==> src/design/tocp_pkg.sv <==
// ---------------------------------------------------------------------------
// tocp_pkg
// types, constants and control structs shared by the tty output processor
// ---------------------------------------------------------------------------
`default_nettype none

package tocp_pkg;

   localparam int unsigned BUF_DEPTH_DEFAULT = 32;

   localparam int unsigned BYTE_W  = 8;
   localparam int unsigned MODE_W  = 4;
   localparam int unsigned SPEC_W  = 64;
   localparam int unsigned COUNT_W = 16;
   localparam int unsigned CSR_IDX_W = 1;

   localparam logic [SPEC_W-1:0] SPEC_RESET = 64'h1113_1A1C_1503_7F04;
   localparam logic [COUNT_W-1:0] COUNT_MAX = '1;

   // configuration register indexes
   localparam logic [CSR_IDX_W-1:0] CSR_MODE_FLAGS    = 1'b0;
   localparam logic [CSR_IDX_W-1:0] CSR_SPECIAL_CHARS = 1'b1;

   // mode flag bits
   localparam int unsigned MODE_SIG_EN = 0;
   localparam int unsigned MODE_UPCASE = 1;
   localparam int unsigned MODE_CR2NL  = 2;
   localparam int unsigned MODE_FLOW   = 3;

   // special character slots
   localparam int unsigned SPEC_EOF   = 0;
   localparam int unsigned SPEC_ERASE = 1;
   localparam int unsigned SPEC_INTR  = 2;
   localparam int unsigned SPEC_KILL  = 3;
   localparam int unsigned SPEC_QUIT  = 4;
   localparam int unsigned SPEC_SUSP  = 5;
   localparam int unsigned SPEC_STOP  = 6;
   localparam int unsigned SPEC_START = 7;
   localparam int unsigned SPEC_NUM   = 8;

   localparam logic [BYTE_W-1:0] CHAR_CR    = 8'h0D;
   localparam logic [BYTE_W-1:0] CHAR_NL    = 8'h0A;
   localparam logic [BYTE_W-1:0] CHAR_BS    = 8'h08;
   localparam logic [BYTE_W-1:0] CHAR_LOW_A = 8'h61;
   localparam logic [BYTE_W-1:0] CHAR_LOW_Z = 8'h7A;
   localparam logic [BYTE_W-1:0] CASE_DIFF  = 8'd32;

   typedef enum logic [1:0] {
      KIND_SIGNAL = 2'd0,
      KIND_BYTE   = 2'd1,
      KIND_DONE   = 2'd2
   } kind_type;

   typedef enum logic [1:0] {
      SIG_INTR = 2'd0,
      SIG_KILL = 2'd1,
      SIG_QUIT = 2'd2,
      SIG_SUSP = 2'd3
   } sig_code_type;

   typedef enum logic [2:0] {
      ST_IDLE,
      ST_SIG,
      ST_FETCH,
      ST_SHOW,
      ST_DONE
   } state_type;

   typedef struct packed {
      logic     accept;
      logic     fetch;
      logic     rd_advance;
      logic     done_ack;
      kind_type out_kind;
   } ctrl_cmd_type;

   typedef struct packed {
      logic sig_emit;
      logic last_in;
      logic drain_next;
      logic drain_now;
      logic last_ff;
      logic rd_last;
   } dp_status_type;

endpackage

`default_nettype wire

==> src/design/tocp_if.sv <==
// ---------------------------------------------------------------------------
// tocp_req_if / tocp_rsp_if
// valid/ready channels of the tty output processor
// ---------------------------------------------------------------------------
`default_nettype none

interface tocp_req_if;
   logic                           valid;
   logic                           ready;
   logic [tocp_pkg::BYTE_W-1:0]    data_byte;
   logic                           last_of_write;

   modport source (output valid, output data_byte, output last_of_write, input ready);
   modport sink   (input valid, input data_byte, input last_of_write, output ready);
endinterface

interface tocp_rsp_if;
   logic                           valid;
   logic                           ready;
   logic [1:0]                     kind;
   logic [1:0]                     signal_code;
   logic [tocp_pkg::BYTE_W-1:0]    out_byte;
   logic [tocp_pkg::COUNT_W-1:0]   processed_count;
   logic                           last;

   modport source (output valid, output kind, output signal_code, output out_byte,
                   output processed_count, output last, input ready);
   modport sink   (input valid, input kind, input signal_code, input out_byte,
                   input processed_count, input last, output ready);
endinterface

`default_nettype wire

==> src/design/tocp_ctrl.sv <==
// ---------------------------------------------------------------------------
// tocp_ctrl
// sequencer: takes bytes, then steps through signal, drain and done results
// ---------------------------------------------------------------------------
`default_nettype none

module tocp_ctrl (
   input  wire                          clock,
   input  wire                          reset,
   input  wire                          req_valid,
   output logic                         req_ready,
   output logic                         rsp_valid,
   input  wire                          rsp_ready,
   input  wire tocp_pkg::dp_status_type status,
   output tocp_pkg::ctrl_cmd_type       cmd
);

   tocp_pkg::state_type state_ff, state_in;

   always_ff @(posedge clock) begin
      if (reset) begin
         state_ff <= tocp_pkg::ST_IDLE;
      end else begin
         state_ff <= state_in;
      end
   end

   always_comb begin
      state_in     = state_ff;
      req_ready    = 1'b0;
      rsp_valid    = 1'b0;
      cmd          = '0;
      cmd.out_kind = tocp_pkg::KIND_DONE;
      unique case (state_ff)
         tocp_pkg::ST_IDLE: begin
            req_ready  = 1'b1;
            cmd.accept = req_valid;
            if (req_valid) begin
               priority if (status.sig_emit) begin
                  state_in = tocp_pkg::ST_SIG;
               end else if (status.last_in) begin
                  state_in = status.drain_next ? tocp_pkg::ST_FETCH : tocp_pkg::ST_DONE;
               end else begin
                  state_in = tocp_pkg::ST_IDLE;
               end
            end
         end
         tocp_pkg::ST_SIG: begin
            rsp_valid    = 1'b1;
            cmd.out_kind = tocp_pkg::KIND_SIGNAL;
            if (rsp_ready) begin
               priority if (!status.last_ff) begin
                  state_in = tocp_pkg::ST_IDLE;
               end else if (status.drain_now) begin
                  state_in = tocp_pkg::ST_FETCH;
               end else begin
                  state_in = tocp_pkg::ST_DONE;
               end
            end
         end
         tocp_pkg::ST_FETCH: begin
            // buffer read data lands in the next cycle
            cmd.fetch = 1'b1;
            state_in  = tocp_pkg::ST_SHOW;
         end
         tocp_pkg::ST_SHOW: begin
            rsp_valid      = 1'b1;
            cmd.out_kind   = tocp_pkg::KIND_BYTE;
            cmd.rd_advance = rsp_ready;
            if (rsp_ready) begin
               state_in = status.rd_last ? tocp_pkg::ST_DONE : tocp_pkg::ST_FETCH;
            end
         end
         tocp_pkg::ST_DONE: begin
            rsp_valid    = 1'b1;
            cmd.out_kind = tocp_pkg::KIND_DONE;
            cmd.done_ack = rsp_ready;
            if (rsp_ready) begin
               state_in = tocp_pkg::ST_IDLE;
            end
         end
         default: begin
            state_in = tocp_pkg::ST_IDLE;
         end
      endcase
   end

endmodule

`default_nettype wire

==> src/design/tocp_datapath.sv <==
// ---------------------------------------------------------------------------
// tocp_datapath
// character mapping, special character match, pending buffer and counters
// ---------------------------------------------------------------------------
`default_nettype none

module tocp_datapath #(
   parameter int unsigned BUF_DEPTH = tocp_pkg::BUF_DEPTH_DEFAULT
) (
   input  wire                                  clock,
   input  wire                                  reset,
   input  wire                                  csr_write_enable,
   input  wire [tocp_pkg::CSR_IDX_W-1:0]        csr_index,
   input  wire [tocp_pkg::SPEC_W-1:0]           csr_write_data,
   input  wire [tocp_pkg::BYTE_W-1:0]           req_data_byte,
   input  wire                                  req_last_of_write,
   input  wire tocp_pkg::ctrl_cmd_type          cmd,
   output tocp_pkg::dp_status_type              status,
   output logic [1:0]                           rsp_kind,
   output logic [1:0]                           rsp_signal_code,
   output logic [tocp_pkg::BYTE_W-1:0]          rsp_out_byte,
   output logic [tocp_pkg::COUNT_W-1:0]         rsp_processed_count,
   output logic                                 rsp_last
);

   localparam int unsigned IDX_W = (BUF_DEPTH > 1) ? $clog2(BUF_DEPTH) : 1;
   localparam int unsigned CNT_W = $clog2(BUF_DEPTH + 1);
   localparam logic [CNT_W-1:0] DEPTH_C = CNT_W'(BUF_DEPTH);
   localparam logic [CNT_W-1:0] ONE_C   = CNT_W'(1);

   logic [tocp_pkg::MODE_W-1:0]  mode_ff;
   logic [tocp_pkg::SPEC_W-1:0]  spec_ff;
   logic [tocp_pkg::BYTE_W-1:0]  pending_mem [BUF_DEPTH];
   logic [tocp_pkg::BYTE_W-1:0]  rd_data_ff;
   logic [CNT_W-1:0]             fill_ff, fill_in;
   logic [CNT_W-1:0]             rd_ptr_ff;
   logic                         oe_ff, oe_in;
   logic                         eof_ff, eof_in;
   logic [tocp_pkg::COUNT_W-1:0] count_ff, count_in;
   logic                         last_ff;
   tocp_pkg::sig_code_type       code_ff, code_in;

   logic [tocp_pkg::BYTE_W-1:0]  c_up, c_map, store_byte;
   logic [tocp_pkg::SPEC_NUM-1:0] hit;
   logic                         active, is_sig, other, store, store_ok;

   // configuration
   always_ff @(posedge clock) begin
      if (reset) begin
         mode_ff <= '0;
         spec_ff <= tocp_pkg::SPEC_RESET;
      end else if (csr_write_enable) begin
         unique case (csr_index)
            tocp_pkg::CSR_MODE_FLAGS:    mode_ff <= csr_write_data[tocp_pkg::MODE_W-1:0];
            tocp_pkg::CSR_SPECIAL_CHARS: spec_ff <= csr_write_data;
            default: ;
         endcase
      end
   end

   // byte mapping and special character match
   always_comb begin
      c_up = req_data_byte;
      if (mode_ff[tocp_pkg::MODE_UPCASE] && req_data_byte >= tocp_pkg::CHAR_LOW_A &&
          req_data_byte <= tocp_pkg::CHAR_LOW_Z) begin
         c_up = req_data_byte - tocp_pkg::CASE_DIFF;
      end
      c_map = c_up;
      if (mode_ff[tocp_pkg::MODE_CR2NL] && c_up == tocp_pkg::CHAR_CR) begin
         c_map = tocp_pkg::CHAR_NL;
      end
      for (int k = 0; k < tocp_pkg::SPEC_NUM; k++) begin
         hit[k] = (spec_ff[k*tocp_pkg::BYTE_W +: tocp_pkg::BYTE_W] == c_map);
      end
   end

   always_comb begin
      active = !eof_ff;
      is_sig = !hit[tocp_pkg::SPEC_EOF] && !hit[tocp_pkg::SPEC_ERASE] &&
               (hit[tocp_pkg::SPEC_INTR] || hit[tocp_pkg::SPEC_KILL] ||
                hit[tocp_pkg::SPEC_QUIT] || hit[tocp_pkg::SPEC_SUSP]);
      other  = !hit[tocp_pkg::SPEC_EOF] && !hit[tocp_pkg::SPEC_ERASE] && !is_sig &&
               !hit[tocp_pkg::SPEC_STOP] && !hit[tocp_pkg::SPEC_START];
      store  = active && !hit[tocp_pkg::SPEC_EOF] && (hit[tocp_pkg::SPEC_ERASE] || other);
      store_ok   = store && (fill_ff < DEPTH_C);
      store_byte = hit[tocp_pkg::SPEC_ERASE] ? tocp_pkg::CHAR_BS : c_map;

      priority if (hit[tocp_pkg::SPEC_INTR]) begin
         code_in = tocp_pkg::SIG_INTR;
      end else if (hit[tocp_pkg::SPEC_KILL]) begin
         code_in = tocp_pkg::SIG_KILL;
      end else if (hit[tocp_pkg::SPEC_QUIT]) begin
         code_in = tocp_pkg::SIG_QUIT;
      end else begin
         code_in = tocp_pkg::SIG_SUSP;
      end

      // flow control: stop wins over start when both match
      oe_in = oe_ff;
      if (active && mode_ff[tocp_pkg::MODE_FLOW] && !hit[tocp_pkg::SPEC_EOF] &&
          !hit[tocp_pkg::SPEC_ERASE] && !is_sig) begin
         priority if (hit[tocp_pkg::SPEC_STOP]) begin
            oe_in = 1'b0;
         end else if (hit[tocp_pkg::SPEC_START]) begin
            oe_in = 1'b1;
         end else begin
            oe_in = oe_ff;
         end
      end

      fill_in  = fill_ff + (store_ok ? ONE_C : '0);
      eof_in   = eof_ff || (active && hit[tocp_pkg::SPEC_EOF]);
      count_in = count_ff;
      if (active && !hit[tocp_pkg::SPEC_EOF] && count_ff != tocp_pkg::COUNT_MAX) begin
         count_in = count_ff + tocp_pkg::COUNT_W'(1);
      end
   end

   // state registers
   always_ff @(posedge clock) begin
      if (reset) begin
         fill_ff   <= '0;
         oe_ff     <= 1'b1;
         eof_ff    <= 1'b0;
         count_ff  <= '0;
         rd_ptr_ff <= '0;
      end else if (cmd.accept) begin
         fill_ff   <= fill_in;
         oe_ff     <= oe_in;
         eof_ff    <= eof_in;
         count_ff  <= count_in;
         rd_ptr_ff <= '0;
      end else if (cmd.rd_advance) begin
         rd_ptr_ff <= rd_ptr_ff + ONE_C;
      end else if (cmd.done_ack) begin
         count_ff <= '0;
         eof_ff   <= 1'b0;
         if (oe_ff) begin
            fill_ff <= '0;
         end
      end
   end

   always_ff @(posedge clock) begin
      if (cmd.accept) begin
         last_ff <= req_last_of_write;
         code_ff <= code_in;
      end
   end

   // pending buffer
   always_ff @(posedge clock) begin
      if (cmd.accept && store_ok) begin
         pending_mem[fill_ff[IDX_W-1:0]] <= store_byte;
      end
   end

   always_ff @(posedge clock) begin
      if (cmd.fetch) begin
         rd_data_ff <= pending_mem[rd_ptr_ff[IDX_W-1:0]];
      end
   end

   always_comb begin
      status.sig_emit   = active && is_sig && mode_ff[tocp_pkg::MODE_SIG_EN];
      status.last_in    = req_last_of_write;
      status.drain_next = oe_in && (fill_in != '0);
      status.drain_now  = oe_ff && (fill_ff != '0);
      status.last_ff    = last_ff;
      status.rd_last    = ((rd_ptr_ff + ONE_C) == fill_ff);
   end

   // result payload
   always_comb begin
      rsp_kind            = cmd.out_kind;
      rsp_signal_code     = '0;
      rsp_out_byte        = '0;
      rsp_processed_count = '0;
      rsp_last            = 1'b1;
      unique case (cmd.out_kind)
         tocp_pkg::KIND_SIGNAL: begin
            rsp_signal_code = code_ff;
            rsp_last        = !last_ff;
         end
         tocp_pkg::KIND_BYTE: begin
            rsp_out_byte = rd_data_ff;
            rsp_last     = 1'b0;
         end
         tocp_pkg::KIND_DONE: begin
            rsp_processed_count = count_ff;
         end
         default: ;
      endcase
   end

endmodule

`default_nettype wire

==> src/design/tty_output_char_processor_top.sv <==
// ---------------------------------------------------------------------------
// tty_output_char_processor_top
// terminal write byte processor with special characters and pending buffer
// ---------------------------------------------------------------------------
//  channel   dir   protocol      contents
//  req_chan  in    valid/ready   data_byte, last_of_write
//  rsp_chan  out   valid/ready   kind, signal_code, out_byte, processed_count, last
//  csr_*     in    write only    csr_write_enable, csr_index, csr_write_data
//
//  a byte that causes no result is taken in the idle state, back to back
//  a byte with a signal result holds the input until that result is taken
//  at end of write each drained byte is read from the buffer, then shown,
//  then the done result follows; drain length is set by the fill count
//  stalls on rsp_chan hold the result and block new input; synchronous reset
// ---------------------------------------------------------------------------
`default_nettype none

module tty_output_char_processor_top #(
   parameter int unsigned BUF_DEPTH = tocp_pkg::BUF_DEPTH_DEFAULT
) (
   input  wire                               clock,
   input  wire                               reset,
   tocp_req_if.sink                          req_chan,
   tocp_rsp_if.source                        rsp_chan,
   input  wire                               csr_write_enable,
   input  wire [tocp_pkg::CSR_IDX_W-1:0]     csr_index,
   input  wire [tocp_pkg::SPEC_W-1:0]        csr_write_data
);

   tocp_pkg::ctrl_cmd_type  cmd;
   tocp_pkg::dp_status_type status;

   tocp_ctrl u_ctrl (
      .clock     (clock),
      .reset     (reset),
      .req_valid (req_chan.valid),
      .req_ready (req_chan.ready),
      .rsp_valid (rsp_chan.valid),
      .rsp_ready (rsp_chan.ready),
      .status    (status),
      .cmd       (cmd)
   );

   tocp_datapath #(
      .BUF_DEPTH (BUF_DEPTH)
   ) u_datapath (
      .clock               (clock),
      .reset               (reset),
      .csr_write_enable    (csr_write_enable),
      .csr_index           (csr_index),
      .csr_write_data      (csr_write_data),
      .req_data_byte       (req_chan.data_byte),
      .req_last_of_write   (req_chan.last_of_write),
      .cmd                 (cmd),
      .status              (status),
      .rsp_kind            (rsp_chan.kind),
      .rsp_signal_code     (rsp_chan.signal_code),
      .rsp_out_byte        (rsp_chan.out_byte),
      .rsp_processed_count (rsp_chan.processed_count),
      .rsp_last            (rsp_chan.last)
   );

endmodule

`default_nettype wire
==> src/flat_wrapper.sv <==
// flat-port wrapper written by rule: the top's interface ports become plain ports
module tty_output_char_processor_top_flat 
#(
   parameter int unsigned BUF_DEPTH = tocp_pkg::BUF_DEPTH_DEFAULT
)
  (clock, reset, csr_write_enable, csr_index, csr_write_data, req_chan_valid, req_chan_data_byte, req_chan_last_of_write, req_chan_ready, rsp_chan_valid, rsp_chan_kind, rsp_chan_signal_code, rsp_chan_out_byte, rsp_chan_processed_count, rsp_chan_last, rsp_chan_ready);
  tocp_req_if req_chan_i ();
  tocp_rsp_if rsp_chan_i ();
  input  wire clock;
  input  wire reset;
  input  wire csr_write_enable;
  input  wire [tocp_pkg::CSR_IDX_W-1:0] csr_index;
  input  wire [tocp_pkg::SPEC_W-1:0] csr_write_data;
  input wire logic [$bits(req_chan_i.valid)-1:0] req_chan_valid;
  input wire logic [$bits(req_chan_i.data_byte)-1:0] req_chan_data_byte;
  input wire logic [$bits(req_chan_i.last_of_write)-1:0] req_chan_last_of_write;
  output wire logic [$bits(req_chan_i.ready)-1:0] req_chan_ready;
  output wire logic [$bits(rsp_chan_i.valid)-1:0] rsp_chan_valid;
  output wire logic [$bits(rsp_chan_i.kind)-1:0] rsp_chan_kind;
  output wire logic [$bits(rsp_chan_i.signal_code)-1:0] rsp_chan_signal_code;
  output wire logic [$bits(rsp_chan_i.out_byte)-1:0] rsp_chan_out_byte;
  output wire logic [$bits(rsp_chan_i.processed_count)-1:0] rsp_chan_processed_count;
  output wire logic [$bits(rsp_chan_i.last)-1:0] rsp_chan_last;
  input wire logic [$bits(rsp_chan_i.ready)-1:0] rsp_chan_ready;
  assign req_chan_i.valid = req_chan_valid;
  assign req_chan_i.data_byte = req_chan_data_byte;
  assign req_chan_i.last_of_write = req_chan_last_of_write;
  assign req_chan_ready = req_chan_i.ready;
  assign rsp_chan_valid = rsp_chan_i.valid;
  assign rsp_chan_kind = rsp_chan_i.kind;
  assign rsp_chan_signal_code = rsp_chan_i.signal_code;
  assign rsp_chan_out_byte = rsp_chan_i.out_byte;
  assign rsp_chan_processed_count = rsp_chan_i.processed_count;
  assign rsp_chan_last = rsp_chan_i.last;
  assign rsp_chan_i.ready = rsp_chan_ready;
  tty_output_char_processor_top #(.BUF_DEPTH(BUF_DEPTH)) u_core (.clock(clock), .reset(reset), .req_chan(req_chan_i), .rsp_chan(rsp_chan_i), .csr_write_enable(csr_write_enable), .csr_index(csr_index), .csr_write_data(csr_write_data));
endmodule
==> config.mk <==
export PLATFORM = sky130hd
export DESIGN_NAME = tty_output_char_processor_top_flat
export DESIGN_NICKNAME = d
export VERILOG_FILES = /design/src/design/tocp_pkg.sv /design/src/design/tocp_if.sv /design/src/design/tocp_ctrl.sv /design/src/design/tocp_datapath.sv /design/src/design/tty_output_char_processor_top.sv /design/src/flat_wrapper.sv
export SDC_FILE = /design/constraint.sdc
export NUM_CORES = 1
export LEC_CHECK = 0
export BUFFER_PORTS_ARGS = -buffer_cell sky130_fd_sc_hd__buf_2
export CAP_MARGIN = 5
export CORE_MARGIN = 2
export CORE_UTILIZATION = 40
export DETAILED_ROUTE_END_ITERATION = 8
export PLACE_DENSITY = 0.56
export RECOVER_POWER = 25
export REMOVE_ABC_BUFFERS = 1
export SYNTH_ARGS = -nofsm -noshare
export SYNTH_HDL_FRONTEND = slang
export SYNTH_SLANG_ARGS = --single-unit
==> constraint.sdc <==
create_clock -name clock -period 4.3 [get_ports clock]
set_input_delay 0.215 -clock clock [delete_from_list [all_inputs] [get_ports clock]]
set_output_delay 0.215 -clock clock [all_outputs]
set_load 0.03 [all_outputs]
* Yosys cells after proc, flatten, opt, wreduce, memory -nomap -nowiden
Memories as Yosys holds them, arrays and structs flattened. A register that Yosys moved wholly into a read port is not among the register bits. Cells that the tools add are included.
Storage, ports and cells: register bits 104, memories 1, logic and storage cells 136, output and inout port bits 31, bits in writable memories 256
Memories:
- u_core.u_datapath.pending_mem | words 32, bits a word 8, read ports 1, clocked after memory_dff 1, wr ports 1, RTL line tocp_datapath.sv:33 | logic [tocp_pkg::BYTE_W-1:0] pending_mem [BUF_DEPTH];
Cells by class: equality and inequality tests 23, $add $sub $neg 4, reduce and logical (&&, ||, !) cells 49, multiplexer cells 44, bitwise operators 1, $lt $le $gt $ge 3
Operators by type and width (number):
- two-way mux 16 bit | 5
- equality test 8 bit | 8
- two-way mux 8 bit | 4
- two-way mux 3 bit | 10
- two-way mux 6 bit | 4
- logical AND 1 bit | 22
- two-way mux 1 bit | 17
- adder 16 x 1 -> 16 bit, second input constant | 1
- != test 16 bit, second input constant | 1
- case mux 3 bit (5 select lines) | 1
- nonzero test 6 bit | 2
- != test 2 bit, second input constant | 5
- equality test 8 x 4 -> 1 bit, second input constant | 1
- >= comparator 8 x 7 -> 1 bit, second input constant | 1
- less-or-equal comparator 8 x 7 -> 1 bit, second input constant | 1
- subtractor 8 x 6 -> 8 bit, second input constant | 1
- logical NOT 1 bit | 7
- adder 6 x 1 -> 6 bit | 1
- adder 6 x 1 -> 6 bit, second input constant | 1
- equality test 3 x 2 -> 1 bit, second input constant | 2
- equality test 6 bit | 1
- < comparator 6 bit, second input constant | 1
- AND reduction 2 bit | 3
- AND reduction 3 bit | 2
- other kinds (16) | 22

* Longest topological paths before layout
depth after elaboration 28, gate-level depth with buffers 22, gate-level depth less buffers 20

* Modules after synthesis
A second synthesis with hierarchy kept.
Unflattened totals: cells, all modules 1182, area, all modules 16030.4 µm²
By module, submodules not included:
- tocp_datapath | cells each 1148, times used 1, area an instance 15770.1 µm²
- tocp_ctrl | cells each 34, times used 1, area an instance 260.2 µm²

* Worst setup path before layout
No wires, ideal clock.
path type in2reg, from input req_chan_data_byte[6], to register u_core.u_ctrl.state_ff[2], arrival time 4005 ps, stages 22, path slack 216 ps, path buffers 2, cells stage by stage buf_2 > inv_1 > ha_1 > nand4b_2 > and2_0 > clkbuf_1 > nor3_2 > o21ai_0 > o22a_1 > nor4_1 > o41ai_2 > and3b_1 > ha_1 > ha_1 > nand3_1 > nand3_1 > o21ai_0 > a32oi_1 > nor4_1 > nand2b_1 > a41oi_1 > a22oi_1
On the way: word-level cells in the longest chain between the ends 28, elaborated cells on any way between the ends 51, classes of those cells add/sub: 2; order compare: 2; eq/ne: 9; mux: 11; reduce/logical: 27
RTL lines:
- from (decl) | RTL line flat_wrapper.sv:15 | input wire logic [$bits(req_chan_i.data_byte)-1:0] req_chan_data_byte;
- >= comparator 8 x 7 -> 1 bit | RTL line tocp_datapath.sv:64 | if (mode_ff[tocp_pkg::MODE_UPCASE] && req_data_byte >= tocp_pkg::CHAR_LOW_A &&
- logical AND 1 bit (2 in a row) | RTL line tocp_datapath.sv:64
- two-way mux 8 bit (*) | RTL line tocp_datapath.sv:64
- equality test 8 x 4 -> 1 bit | RTL line tocp_datapath.sv:69 | if (mode_ff[tocp_pkg::MODE_CR2NL] && c_up == tocp_pkg::CHAR_CR) begin
- logical AND 1 bit | RTL line tocp_datapath.sv:69
- two-way mux 8 bit (*) | RTL line tocp_datapath.sv:69
- equality test 8 bit | RTL line tocp_datapath.sv:73 | hit[k] = (spec_ff[k*tocp_pkg::BYTE_W +: tocp_pkg::BYTE_W] == c_map);
- logical OR 1 bit (2 in a row) | RTL line tocp_datapath.sv:80 | (hit[tocp_pkg::SPEC_INTR] || hit[tocp_pkg::SPEC_KILL] ||
- (+10 left out)
- adder 6 x 1 -> 6 bit | RTL line tocp_datapath.sv:111 | fill_in = fill_ff + (store_ok ? ONE_C : '0);
- nonzero test 6 bit | RTL line tocp_datapath.sv:167 | status.drain_next = oe_in && (fill_in != '0);
- logical AND 1 bit | RTL line tocp_datapath.sv:167
- two-way mux 3 bit | RTL line tocp_ctrl.sv:42 | state_in = status.drain_next ? tocp_pkg::ST_FETCH : tocp_pkg::ST_DONE;
- two-way mux 3 bit | RTL line tocp_ctrl.sv:41 | end else if (status.last_in) begin
- two-way mux 3 bit (*) | RTL line tocp_ctrl.sv:39 | priority if (status.sig_emit) begin
- two-way mux 3 bit (*) | RTL line tocp_ctrl.sv:38 | if (req_valid) begin
- case mux 3 bit (5 select lines) (*) | RTL line tocp_ctrl.sv:34 | unique case (state_ff)
- to (signal assigned) | RTL line tocp_ctrl.sv:22 | state_ff <= tocp_pkg::ST_IDLE;
- to (signal assigned) | RTL line tocp_ctrl.sv:24 | state_ff <= state_in;
- to (decl) | RTL line tocp_ctrl.sv:18 | tocp_pkg::state_type state_ff, state_in;
Every way passes the cells marked *; elsewhere a longest branch is shown, timed or not. The select of a mux whose other input is x is not followed. A chain may end at the register's enable or synchronous reset.

* Worst setup path after layout
from register u_core.u_datapath.mode_ff[1] in the netlist's numbering, to register u_core.u_ctrl.state_ff[2]
On the way: word-level cells in the longest chain between the ends 27, elaborated cells on any way between the ends 48, classes of those cells add/sub: 1; eq/ne: 9; mux: 11; reduce/logical: 27
RTL lines:
- from (decl) | RTL line tocp_datapath.sv:31 | logic [tocp_pkg::MODE_W-1:0] mode_ff;
- from (signal assigned) | RTL line tocp_datapath.sv:54 | tocp_pkg::CSR_MODE_FLAGS: mode_ff <= csr_write_data[tocp_pkg::MODE_W-1:0];
- logical AND 1 bit (*) (2 in a row) | RTL line tocp_datapath.sv:64
- two-way mux 8 bit (*) | RTL line tocp_datapath.sv:64
- equality test 8 x 4 -> 1 bit | RTL line tocp_datapath.sv:69
- logical AND 1 bit | RTL line tocp_datapath.sv:69
- two-way mux 8 bit (*) | RTL line tocp_datapath.sv:69
- equality test 8 bit | RTL line tocp_datapath.sv:73
- logical OR 1 bit (2 in a row) | RTL line tocp_datapath.sv:80
- logical OR 1 bit | RTL line tocp_datapath.sv:81 | hit[tocp_pkg::SPEC_QUIT] || hit[tocp_pkg::SPEC_SUSP]);
- (+9 left out)
- adder 6 x 1 -> 6 bit | RTL line tocp_datapath.sv:111
- nonzero test 6 bit | RTL line tocp_datapath.sv:167
- logical AND 1 bit | RTL line tocp_datapath.sv:167
- two-way mux 3 bit | RTL line tocp_ctrl.sv:42
- two-way mux 3 bit | RTL line tocp_ctrl.sv:41
- two-way mux 3 bit (*) | RTL line tocp_ctrl.sv:39
- two-way mux 3 bit (*) | RTL line tocp_ctrl.sv:38
- case mux 3 bit (5 select lines) (*) | RTL line tocp_ctrl.sv:34
Marked as above.

==> impl_metrics.py <==
metrics = {
    "sta": {
        "maxSlewViolCount": 83,
        "fin_crit_ns": 4.04,
        "setup_ws_ns": 0.259,
        "tightest_slew_ns": 3.34,
        "fin_worst_skew_ns": 0.0218,
        "setup_viol": 0,
        "fmax_mhz": 247,
        "fin_tns_setup_ns": 0,
        "slew_headroom": -1.23,
        "finalCritPeriodShare": 0.940,
        "hold_viol": 0,
        "fin_hold_ws_ns": 0.108,
    },
    "power_and_ir_drop": {
        "vdd.ir_drop.worst_uv": 258,
        "leakagePower_nw": 6.68,
        "p_per_area_mw_per_mm2": 417,
    },
    "worst_hold_path": {
        "hold_class": "in2reg",
        "hold_path_depth": 4,
        "hold_path_end": "u_core.u_ctrl.state_ff[0]",
        "hold_start": "req_chan_valid",
    },
    "synthesis": {
        "ys.flop_type": "edfxtp_1",
        "yosysMostFrequentCell": "edfxtp_1",
        "yosysWarnings": 0,
        "ys_async_sr_fraction": 0,
        "syn_inst": 1219,
        "yosys-top-cells-count": "267 x edfxtp_1, 158 x nand2_1, 101 x dfxtp_1, 80 x mux4_2, 78 x nor2_1",
        "ys_ff_latch": 368,
        "netlist_area_mm2": 0.0162,
        "synth.avg_cell_area_um2": 13.3,
        "synth_top_area_share": 0.495,
        "yosysSeqAreaShare": 0.620,
        "yosys-top-cells-area": "edfxtp_1 50%, dfxtp_1 12%, mux4_2 11%",
        "synth_edf_count": 267,
        "synth.distinct_cells": 73,
        "synth_top_cell_by_area": "edfxtp_1",
    },
    "critical_path": {
        "reg2reg_to": "u_core.u_ctrl.state_ff[2]",
        "crit_start": "u_core.u_datapath.mode_ff[1]",
        "start_kind": "register",
        "r2r_slack_ns": 0.26,
        "cp-end-kind": "register",
        "r2r_cells": 18,
        "path_class": "reg2reg",
        "required_ns": 4.73,
        "crit-reg2reg-launch": "u_core.u_datapath.mode_ff[1]",
        "worstPathMaxFanout": 8,
        "critical_path_arrival_ns": 4.47,
    },
    "global_route": {
        "grt_max_degree": 83,
        "antenna_found_initial": 0,
        "grt_first_pass_wirelength_mm": 62.6,
        "grt_util_all_layers": 0.197,
        "grt_overflow": 0,
        "grt_pass1_vias": 10400,
    },
    "floorplan": {
        "rows": 73,
        "die_h_um": 205,
        "die_area_mm2": 0.0421,
        "initial_core_util": 0.407,
        "die_x_um": 205,
        "pin_count": 110,
        "core-area_mm2": 0.0398,
    },
    "drt": {
        "drcViolationCount": 0,
        "drt_first_pass_iters": 6,
        "wl_per_cell_um": 20.5,
        "via_per_inst": 5.39,
        "vias": 10700,
        "drt-total-wl_mm": 40.9,
        "drtIter0Drc": 841,
        "antenna_left": 0,
    },
    "clock_tree": {
        "tritoncts": "built",
        "post_cts_buffers": 0,
        "path_clk_slew_ns": 0.06,
        "clkSinkCount": 368,
        "clockBufferDepth": 3,
        "htree_levels": 2,
        "numCtsBuffers": 40,
        "cts-root-buf": "clkbuf_16",
        "clk_latency_ns": 0.56,
    },
    "placement": {
        "gp_congestion": 0.879,
        "hpwlAfterDp_mm": 26.9,
        "io_buffers": 109,
        "place_ws_ns": -0.103,
    },
    "layout": {
        "num-nets-final": 1521,
        "layout-area-overhead-vs-synth_pct": 21.3,
        "utilization": 0.493,
        "diodes": 0,
        "drive_above_1_share": 0.223,
    },
    "status": {
        "violations": "max-capacitance violations, max-slew violations",
        "run_status": "finished, violations left",
    },
    "run": {
        "maxCapViolations": 1,
    },
}
-- metal layers --
| layer | part of all wire | global-route usage |
|---|---|---|
| met4 | 0.020 | 0.0519 |
| met2 | 0.48 | 0.323 |
| met5 | 0 | 0 |
| met3 | 0.050 | 0.0272 |
| met1 | 0.45 | 0.276 |
-- metrics by stage --
stage	area (um2)	power [mW]	instances
4_1_cts	19600	8.28	1994
6_report	19600	8.18	1994
3_5_place_dp	17700	4.91	1854
3_3_place_gp	17700	4.90	1854
2_1_floorplan	15900	4.57	1144
5_1_grt	19600	8.49	1994
-- layout make-up --
| type | instances | area (um2) |
|---|---|---|
| Fill cell | 3537 | 20200 |
| Sequential cell | 368 | 10000 |
| Multi-Input combinational cell | 756 | 5830 |
| Timing Repair Buffer | 251 | 1770 |
| Clock buffer | 49 | 1050 |
| Tap cell | 525 | 657 |
| Clock inverter | 25 | 205 |
| Inverter | 20 | 75.1 |
-- worst max-delay path: stages, from the launching register on --
cell	delay [ns]
dfxtp_1	0.41
nand4_1	0.17
a221o_1	0.31
and2_1	0.30
or4b_1	0.55
o22ai_1	0.20
o2111ai_1	0.20
o41ai_2	0.12
and3b_1	0.22
ha_1	0.17
ha_1	0.24
nand3_1	0.13
nand3_1	0.12
o21ai_0	0.08
a32oi_1	0.20
nor4_2	0.08
nand2b_1	0.14
a41oi_1	0.17
a22oi_1	0.08
-- cell usage in the layout, fill, tap and decap left out, drive strengths merged, types with 23 or more instances in the layout --
master	instances
and2	24
nor2	78
buf	154
mux4	80
clkbuf	80
nand2	158
dlygate4sd3	66
edfxtp	267
nand3b	30
xor2	23
nand3	30
dfxtp	101
o21ai	23
a21oi	68
-- worst max path at each step --
stage | to | slack, ns | cells past startpoint
after floorplan | u_core.u_ctrl.state_ff[2] | -0.20 | 10
after global placement | u_core.u_ctrl.state_ff[2] | 0.1 | 19
after detailed placement | u_core.u_ctrl.state_ff[2] | -0.10 | 19
after CTS | u_core.u_ctrl.state_ff[2] | 0.1 | 18
after global routing | u_core.u_ctrl.state_ff[2] | -0.02 | 17
final | u_core.u_ctrl.state_ff[2] | 0.26 | 18
-- what timing repair did --
item	4_1_cts	5_1_grt
endpoints found under the hold margin	70	0
setup endpoints to repair	0	2
hold buffers	66	0
gates resized for setup	0	8
-- state kept, by name (all words and copies together) (netlist names) --
signal	cells
u_core.u_datapath.rd_ptr_ff	6
u_core.u_datapath.oe_ff	1
u_core.u_datapath.rd_data_ff	8
u_core.u_datapath.fill_ff	6
u_core.u_datapath.code_ff	2
u_core.u_datapath.last_ff	1
u_core.u_datapath.eof_ff	1
u_core.u_datapath.spec_ff	64
u_core.u_datapath.pending_mem	256
u_core.u_ctrl.state_ff	3
u_core.u_datapath.count_ff	16
u_core.u_datapath.mode_ff	4
-- power by group --
part / switching [mW] / leakage [nW] / internal (mW)
sequential: 0.0954 / 3.23 / 3.93
clock: 1.42 / 0.620 / 1.88
combinational: 0.526 / 2.84 / 0.328
-- logic make-up (layout without fill, tap and decap cells) --
kind of cell,Yosys count,after routing,synth area share
flops,368,368,0.620
xor+xnor,43,43,0.0233
mux,96,96,0.122
fa+ha+maj,5,5,0.00386
compound gates,171,171,0.0710
simple gates,441,441,0.137
buf+inv,95,345,0.0232
Power figures use the tool's default switching activity.
